### src/rtl/core/tum_pkg.sv
`default_nettype none
// ----------------------------------------------------------------------------
// tum_pkg: shared types and constants of the thresholded unsharp mask
// register layout, configuration bundle, sequencer states and fixed-point sizes
// ----------------------------------------------------------------------------
package tum_pkg;

  localparam int MAX_WIDTH_DEF  = 2048;
  localparam int MAX_HEIGHT_DEF = 4096;
  localparam int PIX_W          = 16;

  // register field widths
  localparam int LW_W   = 12;
  localparam int FH_W   = 13;
  localparam int GEW_W  = 15;
  localparam int AMT_W  = 16;
  localparam int THR_W  = 20;
  localparam int ADDR_W = 5;
  localparam int DATA_W = 32;

  localparam int GEW_MAX = 21845;

  // reset values
  localparam logic [LW_W-1:0]  LW_RESET  = 12'd640;
  localparam logic [FH_W-1:0]  FH_RESET  = 13'd480;
  localparam logic [GEW_W-1:0] GEW_RESET = 15'd16384;
  localparam logic [AMT_W-1:0] AMT_RESET = 16'd256;
  localparam logic [THR_W-1:0] THR_RESET = 20'd0;

  // fixed-point sizes
  localparam int MASK_W   = 26;
  localparam int COLSUM_W = 28;
  localparam int SUM9_W   = 30;

  // divide by nine as multiply by reciprocal, exact below 2^29
  localparam logic [29:0] DIV9_MUL   = 30'd954437177;
  localparam int          DIV9_SHIFT = 33;

  // last sequencer step of the read phase
  localparam logic [3:0] READ_LAST = 4'd10;
  localparam logic [3:0] READ_EMIT = 4'd9;

  typedef enum logic [2:0] {
    REG_LINE_WIDTH   = 3'd0,
    REG_FRAME_HEIGHT = 3'd1,
    REG_GAUSS_EDGE   = 3'd2,
    REG_AMOUNT       = 3'd3,
    REG_THRESHOLD    = 3'd4
  } reg_idx_t;

  typedef struct packed {
    logic [LW_W-1:0]  line_width;
    logic [FH_W-1:0]  frame_height;
    logic [GEW_W-1:0] gauss_edge_weight;
    logic [AMT_W-1:0] sharpen_amount;
    logic [THR_W-1:0] mask_threshold;
  } cfg_t;

  typedef enum logic [2:0] {
    ST_IDLE,
    ST_READ,
    ST_MASK,
    ST_SUM,
    ST_DIV,
    ST_SHARP,
    ST_OUT
  } state_t;

  function automatic logic [1:0] slot_inc(input logic [1:0] s);
    return (s == 2'd2) ? 2'd0 : s + 2'd1;
  endfunction

  function automatic logic [1:0] slot_dec(input logic [1:0] s);
    return (s == 2'd0) ? 2'd2 : s - 2'd1;
  endfunction

endpackage
`default_nettype wire

### src/rtl/core/tum_regs.sv
`default_nettype none
// ----------------------------------------------------------------------------
// tum_regs: configuration registers
// apb write and read of the five setup registers
// ----------------------------------------------------------------------------
module tum_regs (
  input  logic                        clk,
  input  logic                        rst,
  input  logic                        psel,
  input  logic                        penable,
  input  logic                        pwrite,
  input  logic [tum_pkg::ADDR_W-1:0]  paddr,
  input  logic [tum_pkg::DATA_W-1:0]  pwdata,
  output logic [tum_pkg::DATA_W-1:0]  prdata,
  output logic                        pready,
  output tum_pkg::cfg_t               cfg
);

  tum_pkg::reg_idx_t idx;
  logic              wr;

  assign idx    = tum_pkg::reg_idx_t'(paddr[4:2]);
  assign wr     = psel && penable && pwrite;
  assign pready = 1'b1;

  always_ff @(posedge clk) begin
    if (rst) begin
      cfg.line_width        <= tum_pkg::LW_RESET;
      cfg.frame_height      <= tum_pkg::FH_RESET;
      cfg.gauss_edge_weight <= tum_pkg::GEW_RESET;
      cfg.sharpen_amount    <= tum_pkg::AMT_RESET;
      cfg.mask_threshold    <= tum_pkg::THR_RESET;
    end else if (wr) begin
      unique case (idx)
        tum_pkg::REG_LINE_WIDTH:   cfg.line_width        <= pwdata[tum_pkg::LW_W-1:0];
        tum_pkg::REG_FRAME_HEIGHT: cfg.frame_height      <= pwdata[tum_pkg::FH_W-1:0];
        tum_pkg::REG_GAUSS_EDGE:   cfg.gauss_edge_weight <= pwdata[tum_pkg::GEW_W-1:0];
        tum_pkg::REG_AMOUNT:       cfg.sharpen_amount    <= pwdata[tum_pkg::AMT_W-1:0];
        tum_pkg::REG_THRESHOLD:    cfg.mask_threshold    <= pwdata[tum_pkg::THR_W-1:0];
        default: ;
      endcase
    end
  end

  always_comb begin
    unique case (idx)
      tum_pkg::REG_LINE_WIDTH:   prdata = 32'(cfg.line_width);
      tum_pkg::REG_FRAME_HEIGHT: prdata = 32'(cfg.frame_height);
      tum_pkg::REG_GAUSS_EDGE:   prdata = 32'(cfg.gauss_edge_weight);
      tum_pkg::REG_AMOUNT:       prdata = 32'(cfg.sharpen_amount);
      tum_pkg::REG_THRESHOLD:    prdata = 32'(cfg.mask_threshold);
      default:                   prdata = '0;
    endcase
  end

endmodule
`default_nettype wire

### config.mk
export PLATFORM = sky130hd
export DESIGN_NAME = tum_regs
export DESIGN_NICKNAME = d
export VERILOG_FILES = /design/src/rtl/core/tum_pkg.sv /design/src/rtl/core/tum_regs.sv
export SDC_FILE = /design/constraint.sdc
export NUM_CORES = 1
export LEC_CHECK = 0
export BUFFER_PORTS_ARGS = -buffer_cell sky130_fd_sc_hd__buf_2
export CAP_MARGIN = 25
export CORE_ASPECT_RATIO = 0.5
export CORE_MARGIN = 5
export CORE_UTILIZATION = 49
export DETAILED_ROUTE_END_ITERATION = 7
export PLACE_DENSITY_LB_ADDON = 0.15
export SLEW_MARGIN = 20
export SYNTH_ARGS = -nofsm -noshare
export SYNTH_HDL_FRONTEND = slang
export SYNTH_SLANG_ARGS = --single-unit
### constraint.sdc
create_clock -name clk -period 2.1 [get_ports clk]
set_clock_uncertainty 0.1 [all_clocks]
set_input_delay 0.42 -clock clk [delete_from_list [all_inputs] [get_ports clk]]
set_output_delay 0.42 -clock clk [all_outputs]
set_load 0.1 [all_outputs]
==> results of run 1 <==
-- where the power goes --
group,internal (uW),switching [uW]
registers,1450,9.18
clock network,1130,581
logic,181,415
total,2770,1000
-- through the flow --
step                      power (uW)  instances
after global routing            3890        622
after detailed placement        2080        605
after floorplan                 1950        400
after CTS                       3780        621
after global placement          2080        605
final                           3770        622
-- synth_stat cells (all sizes together) (2+ instances only) --
| library cell | number |
|---|---|
| nand2 | 2 |
| nor2b | 11 |
| a22oi | 22 |
| nand3 | 2 |
| o2bb2ai | 3 |
| buf | 27 |
| nand2b | 81 |
| conb | 2 |
| dfxtp | 76 |
| mux2 | 12 |
| and2 | 4 |
| clkbuf | 17 |
| nor2 | 16 |
| mux2i | 71 |
| o22ai | 11 |
| o21ai | 20 |
-- area by class of cell --
class	count	area, um2
clock buffers	12	267
clock inverters	4	70.1
fillers	502	1730
inverters	1	3.75
multi-input cells	279	2360
flip-flops and latches	76	1600
well taps	96	120
repair buffers	154	1270
-- logic make-up after synthesis --
group	after synthesis	share of synthesized area (%)
AOI/OAI and AO/OA	59	10.1
buffers and inverters	45	6.63
DFF	76	40.1
muxes	83	22.3
other	2	0.198
and+or+nand+nor	124	20.6
-- worst max-delay path by stage --
stage                  start    endpoint  cells after the start
global route        paddr[2]   prdata[7]                      7
finish              paddr[2]   prdata[7]                      7
detailed placement  paddr[2]   prdata[7]                      7
global placement    paddr[2]   prdata[0]                      6
CTS                 paddr[2]   prdata[7]                      7
floorplan            cfg[12]  prdata[12]                      2
-- critical path, delay by kind of cell --
| family | cells | cell delay, ns |
|---|---|---|
| buffers and inverters | 4 | 0.63 |
| AO/OA/AOI/OAI | 2 | 0.32 |
| AND/OR/NAND/NOR | 1 | 0.17 |
-- layout by cell type (no fill, tap or decap), types with 2 or more instances in the layout --
master     Yosys  layout
buf_2          9     102
nand2b_1      81      81
mux2i_1       71      71
dfxtp_2        0      66
buf_12         0      28
buf_4         15      22
o21ai_0       20      19
a22oi_2        0      14
nor2_1        15      14
conb_1         2      13
mux2_2        12      12
o22ai_4        0      11
dfxtp_1       76      10
clkbuf_16      0      10
nor2b_1       11       9
a22oi_1       22       8
and2_2         0       4
clkbuf_8       0       3
nor2b_4        0       2
o2bb2ai_4      0       2
nand2_1        2       2
bufinv_16      0       2
clkinv_2       0       2
-- per-layer routing --
metal	track usage, %	up-vias	part of all wire, %	routed length (um)
met5	0	-	0	0
met4	4.85	0	0.31	34
met3	5.96	5	6.5	711
met2	36.2	97	47	5120
met1	30.0	1583	46	5070
li1	-	1599	-	-
==> summary.md, run 1 <==
| Metric | Value |
|---|---|
| Worst vdd ir | 0.494 mV |
| Final core occ | 76.7% |
| Synth top area cells | dfxtp_1 40%, mux2i_1 19%, nand2b_1 13%, a22oi_1 4.4%, mux2_2 3.6% |
| Vias per inst | 5.28 |
| First-pass GRT wire length | 17000 um |
| Yosys warning count | 0 |
| Largest register FFs | 76 |
| Worst hold endpoint | cfg[19] |
| Crit share post-route | between 90% and 100% |
| Largest regs | cfg x76 |
| Leading area contributor after synthesis | dfxtp_1 |
| Clock slew at reported path FFs | 0.06 ns |
| DIE AREA | 0.00970 mm2 |
| Fraction of layout cells with a size suffix above 1 | 55.1% |
| Post-synthesis instance total | between 300 and 400 |
| Nets | between 500 and 600 |
| Total track usage | 22.2% |
| Worst Path Required | about 1.6 ns |
| Vias post-DR | 3284 |
| # IOs | between 150 and 200 |
| Crit path launch type | input port |
| Rows | 22 |
| H-tree Lvls | 3 |
| Reg2Reg Depth | 3 |
| Max incr delay on CP | 0.22 ns |
| Hold depth | 3 |
| CTS root buf | clkbuf_16 |
| Post-synth EDFFs | 0 |
| Hpwl dp | 7840 um |
| Largest net degree at the start of global routing | 103 |
| Cell Pwr Density | 662 mW/mm2 |
| PostCTS Resize Cnt | 0 |
| Initial antenna violation count | 0 |
| Top-area cell type share of the netlist area | 40.1% |
| Synth-to-layout area growth | 50.4% |
| Num CTS Buffers | 9 |
| CTS sink cnt | 76 |
| MaxCap Viol Count | 0 |
| Largest Register | cfg |
| Status | complete, no violations |
| Hold_buf cts | 0 |
| Final slew viol count | 0 |
| HP Class | in -> reg |
| Die Width | ~130 um |
| CORE AREA | 0.00743 mm2 |
| RR Endpoint | cfg[62] |
| Fin area | 0.00570 mm2 |
| #FFs+latches synth | between 70 and 80 |
| Worst R2R Start | cfg[62] |
| CP most frequent cell | buf_12 |
| TNS Setup | 0 ns |
| Asr flop ratio synth | 0% |
| Hold_sp | pwdata[19] |
| ANT nets after route | 0 |
| Final hold vios | 0 |
| GPL Wtd Cong | 0.795 |
| Vias in the first global route | 3247 |
| PortBufs | ~120 |
| N_diodes | 0 |
| Sequential area share after synthesis | 40.1% |
| Final setup margin | 0.0279 ns |
| Worst Setup End Kind | output pin |
| Leak | 0.00265 uW |
| Crit path cell chain | buf_4 > buf_12 > nor2b_4 > buf_6 > a22oi_2 > o22ai_4 > buf_12 |
| Initial DRC Count | 267 |
| Main synth FF type | dfxtp_1 |
| Dpl cell area | 0.00531 mm2 |
| Post-CTS Setup Inserts | 0 |
| Drt total wl | roughly 11000 um |
| Critical-path top delay cell | o22ai_4 |
| R2r setup slk | 1.22 ns |
| Clock latency on the worst-skew pair | between 0.3 and 0.4 ns |
| Post-Syn Area | 0.00379 mm2 |
| Initial Util | between 50% and 60% |
| Syn avg cell area | 9.75 um2 |
| First-pass DRT Iterations | 4 |
| CTS tree | built |
| FMAX | 483 MHz |
| Drc violations | 0 |
| Tmin final | a little over 2 ns |
| Avg WL per Cell | 17.6 um |
| Setup violations, final | 0 |
| Maximum clock path buffer count | 2 |
| WP data arrival | 1.55 ns |
| Yosys cell types | 33 |
| Die height | 72.2 um |
| CP Class | in -> out |
| GR Overflow Total | 0 |
| CP max FO | 7 |
| Dpl ws | 0.0219 ns |
| Worst hold margin | 0.245 ns |
No activity file was read; power rests on OpenSTA's default activity.
==> run 2, diff against run 1 <==
--- a/config.mk
+++ b/config.mk
@@ -7,7 +7,6 @@
 export LEC_CHECK = 0
 export BUFFER_PORTS_ARGS = -buffer_cell sky130_fd_sc_hd__buf_2
 export CAP_MARGIN = 25
-export CORE_ASPECT_RATIO = 0.5
 export CORE_MARGIN = 5
 export CORE_UTILIZATION = 49
 export DETAILED_ROUTE_END_ITERATION = 7
==> summary.md, run 2 (synthesis gave the netlist of run 1 again) <==
| Metric | Value |
|---|---|
| Fin cells | roughly 630 |
| Largest net degree at the start of global routing | approximately 100 |
| Die Width | 98.0 um |
| Fraction of layout cells with a size suffix above 1 | 55.7% |
| Rows | 32 |
| HP Class | in -> reg |
| Die height | 98.0 um |
| Clock slew at reported path FFs | 0.08 ns |
| PortBufs | 123 |
| Num CTS Buffers | 9 |
| Hpwl dp | 7830 um |
| Most frequent cells in the layout | 102 x buf_2, 81 x nand2b_1, 71 x mux2i_1 |
| CTS sink cnt | 76 |
| Largest register FFs | 76 |
| WP data arrival | around 1.5 ns |
| Worst R2R Start | cfg[61] |
| MaxCap Viol Count | 0 |
| H-tree Lvls | 3 |
| Max incr delay on CP | 0.32 ns |
| Maximum clock path buffer count | 2 |
| Clock latency on the worst-skew pair | 0.34 ns |
| Drc violations | 0 |
| CP Class | in -> out |
| Crit path buf inv count | 3 |
| Synth-to-layout area growth | 48.4% |
| Slew HR | around two thirds |
| Initial DRC Count | 149 |
| Critical-path top delay cell | buf_2 |
| Drt total wl | 11100 um |
| FMAX | around 490 MHz |
| Final hold vios | 0 |
| # IOs | 151 |
| CTS tree | built |
| Initial Util | 49.6% |
| ANT nets after route | 0 |
| Worst Path Required | 1.58 ns |
| Leak | 0.00259 uW |
| CP startpoint | paddr[3] |
| CP most frequent cell | buf_12 |
| CTS root buf | clkbuf_8 |
| Nets | 561 |
| Dpl ws | -0.0857 ns |
| CP max FO | 12 |
| Final setup margin | 0.0399 ns |
| Vias post-DR | 3303 |
| Final slew viol count | 0 |
| Worst-margin pin slew | 0.516 ns |
| Crit share post-route | 98.1% |
| GPL Wtd Cong | 0.859 |
| Largest delay share family, worst path | buffers and inverters |
| Setup violations, final | 0 |
| Crit path launch type | input port |
| Cell Pwr Density | 611 mW/mm2 |
| First-pass DRT Iterations | 4 |
| Largest Register | cfg |
| Tmin final | 2.06 ns |
| GR Overflow Total | 0 |
| Avg WL per Cell | 17.8 um |
| Crit path cell chain | buf_2 > nor2_4 > buf_12 > a22oi_2 > o22ai_4 > buf_12 |
| Most common cell after layout, fill and taps aside | buf_2 |
| Hold_sp | pwdata[18] |
| Vias per inst | 5.28 |
| N_diodes | 0 |
| DIE AREA | 0.00960 mm2 |
| Placed insts | 610 |
| Post-CTS Setup Inserts | 0 |
| Initial antenna violation count | 0 |
| Status | complete, no violations |
| Worst vdd ir | approximately 0.43 mV |
| Vias in the first global route | around 3300 |
| CORE AREA | 0.00765 mm2 |
| First-pass GRT wire length | about 17000 um |
| Worst Setup End Kind | output pin |
| Largest regs | cfg x76 |
| Total track usage | between 20 and 25% |
-- run 2: cell count changes in the layout (fill, tap and decap cells not counted), moves of 4 or more --
| cell | previous run | this run |
|---|---|---|
| a22oi_1 | 8 | 4 |
| a22oi_2 | 14 | 18 |
| buf_4 | 22 | 16 |
| buf_6 | 1 | 6 |
| clkbuf_16 | 10 | 0 |
| clkbuf_8 | 3 | 11 |
-- run 2: final timing paths --
| check | end | slack [ns] | cells past startpoint |
|---|---|---|---|
| worst max-delay path | prdata[10] | 0.04 | 6 |
| worst min-delay path | cfg[18] | 0.23 | 3 |
| worst max register to register | cfg[61] | 1.20 | 3 |
| worst min register to register | cfg[49] | 0.38 | 2 |
-- run 2: final cells by class --
type                    count  area [um2]
inverters                   1        3.75
repair buffers            152        1250
flip-flops and latches     76        1600
multi-input cells         279        2390
clock buffers              12         155
well taps                 102         128
fillers                   565        2020
clock inverters             4        95.1
-- run 2: tightest hold or removal path, cell delays in order --
cell,delay (ns)
buf_2,0.10
nand2b_1,0.06
mux2i_1,0.06
-- run 2: where the power goes --
part / switching [uW] / internal (uW)
logic: 415 / 178
clock network: 533 / 854
registers: 9.16 / 1450
-- run 2: metrics by stage --
step	setup TNS, ns	util (%)	total power, uW	hold WS, ns	instance area, um2
2_1_floorplan	-0.478	-	1950	0.475	4270
4_1_cts	-0.0299	72.6	3450	0.226	5550
3_3_place_gp	-0.389	69.2	2070	0.360	5290
6_report	0	73.6	3440	0.232	5630
5_1_grt	-0.00550	73.6	3540	0.230	5630
3_5_place_dp	-0.639	69.2	2070	0.372	5290
-- run 2: repair_timing --
action | in CTS | in global routing
pin swaps | 1 | 9
resized for setup | 4 | 16
hold endpoints to repair | 0 | 0
hold buffers | 0 | 0
setup endpoints to repair | 15 | 13
-- run 2: metal layers --
| layer | vias up | track usage (%) | routed length [um] |
|---|---|---|---|
| met5 | - | 0 | 0 |
| met3 | 11 | 4.57 | 634 |
| met2 | 98 | 38.1 | 5530 |
| li1 | 1576 | - | - |
| met1 | 1618 | 28.8 | 4860 |
| met4 | 0 | 7.35 | 121 |
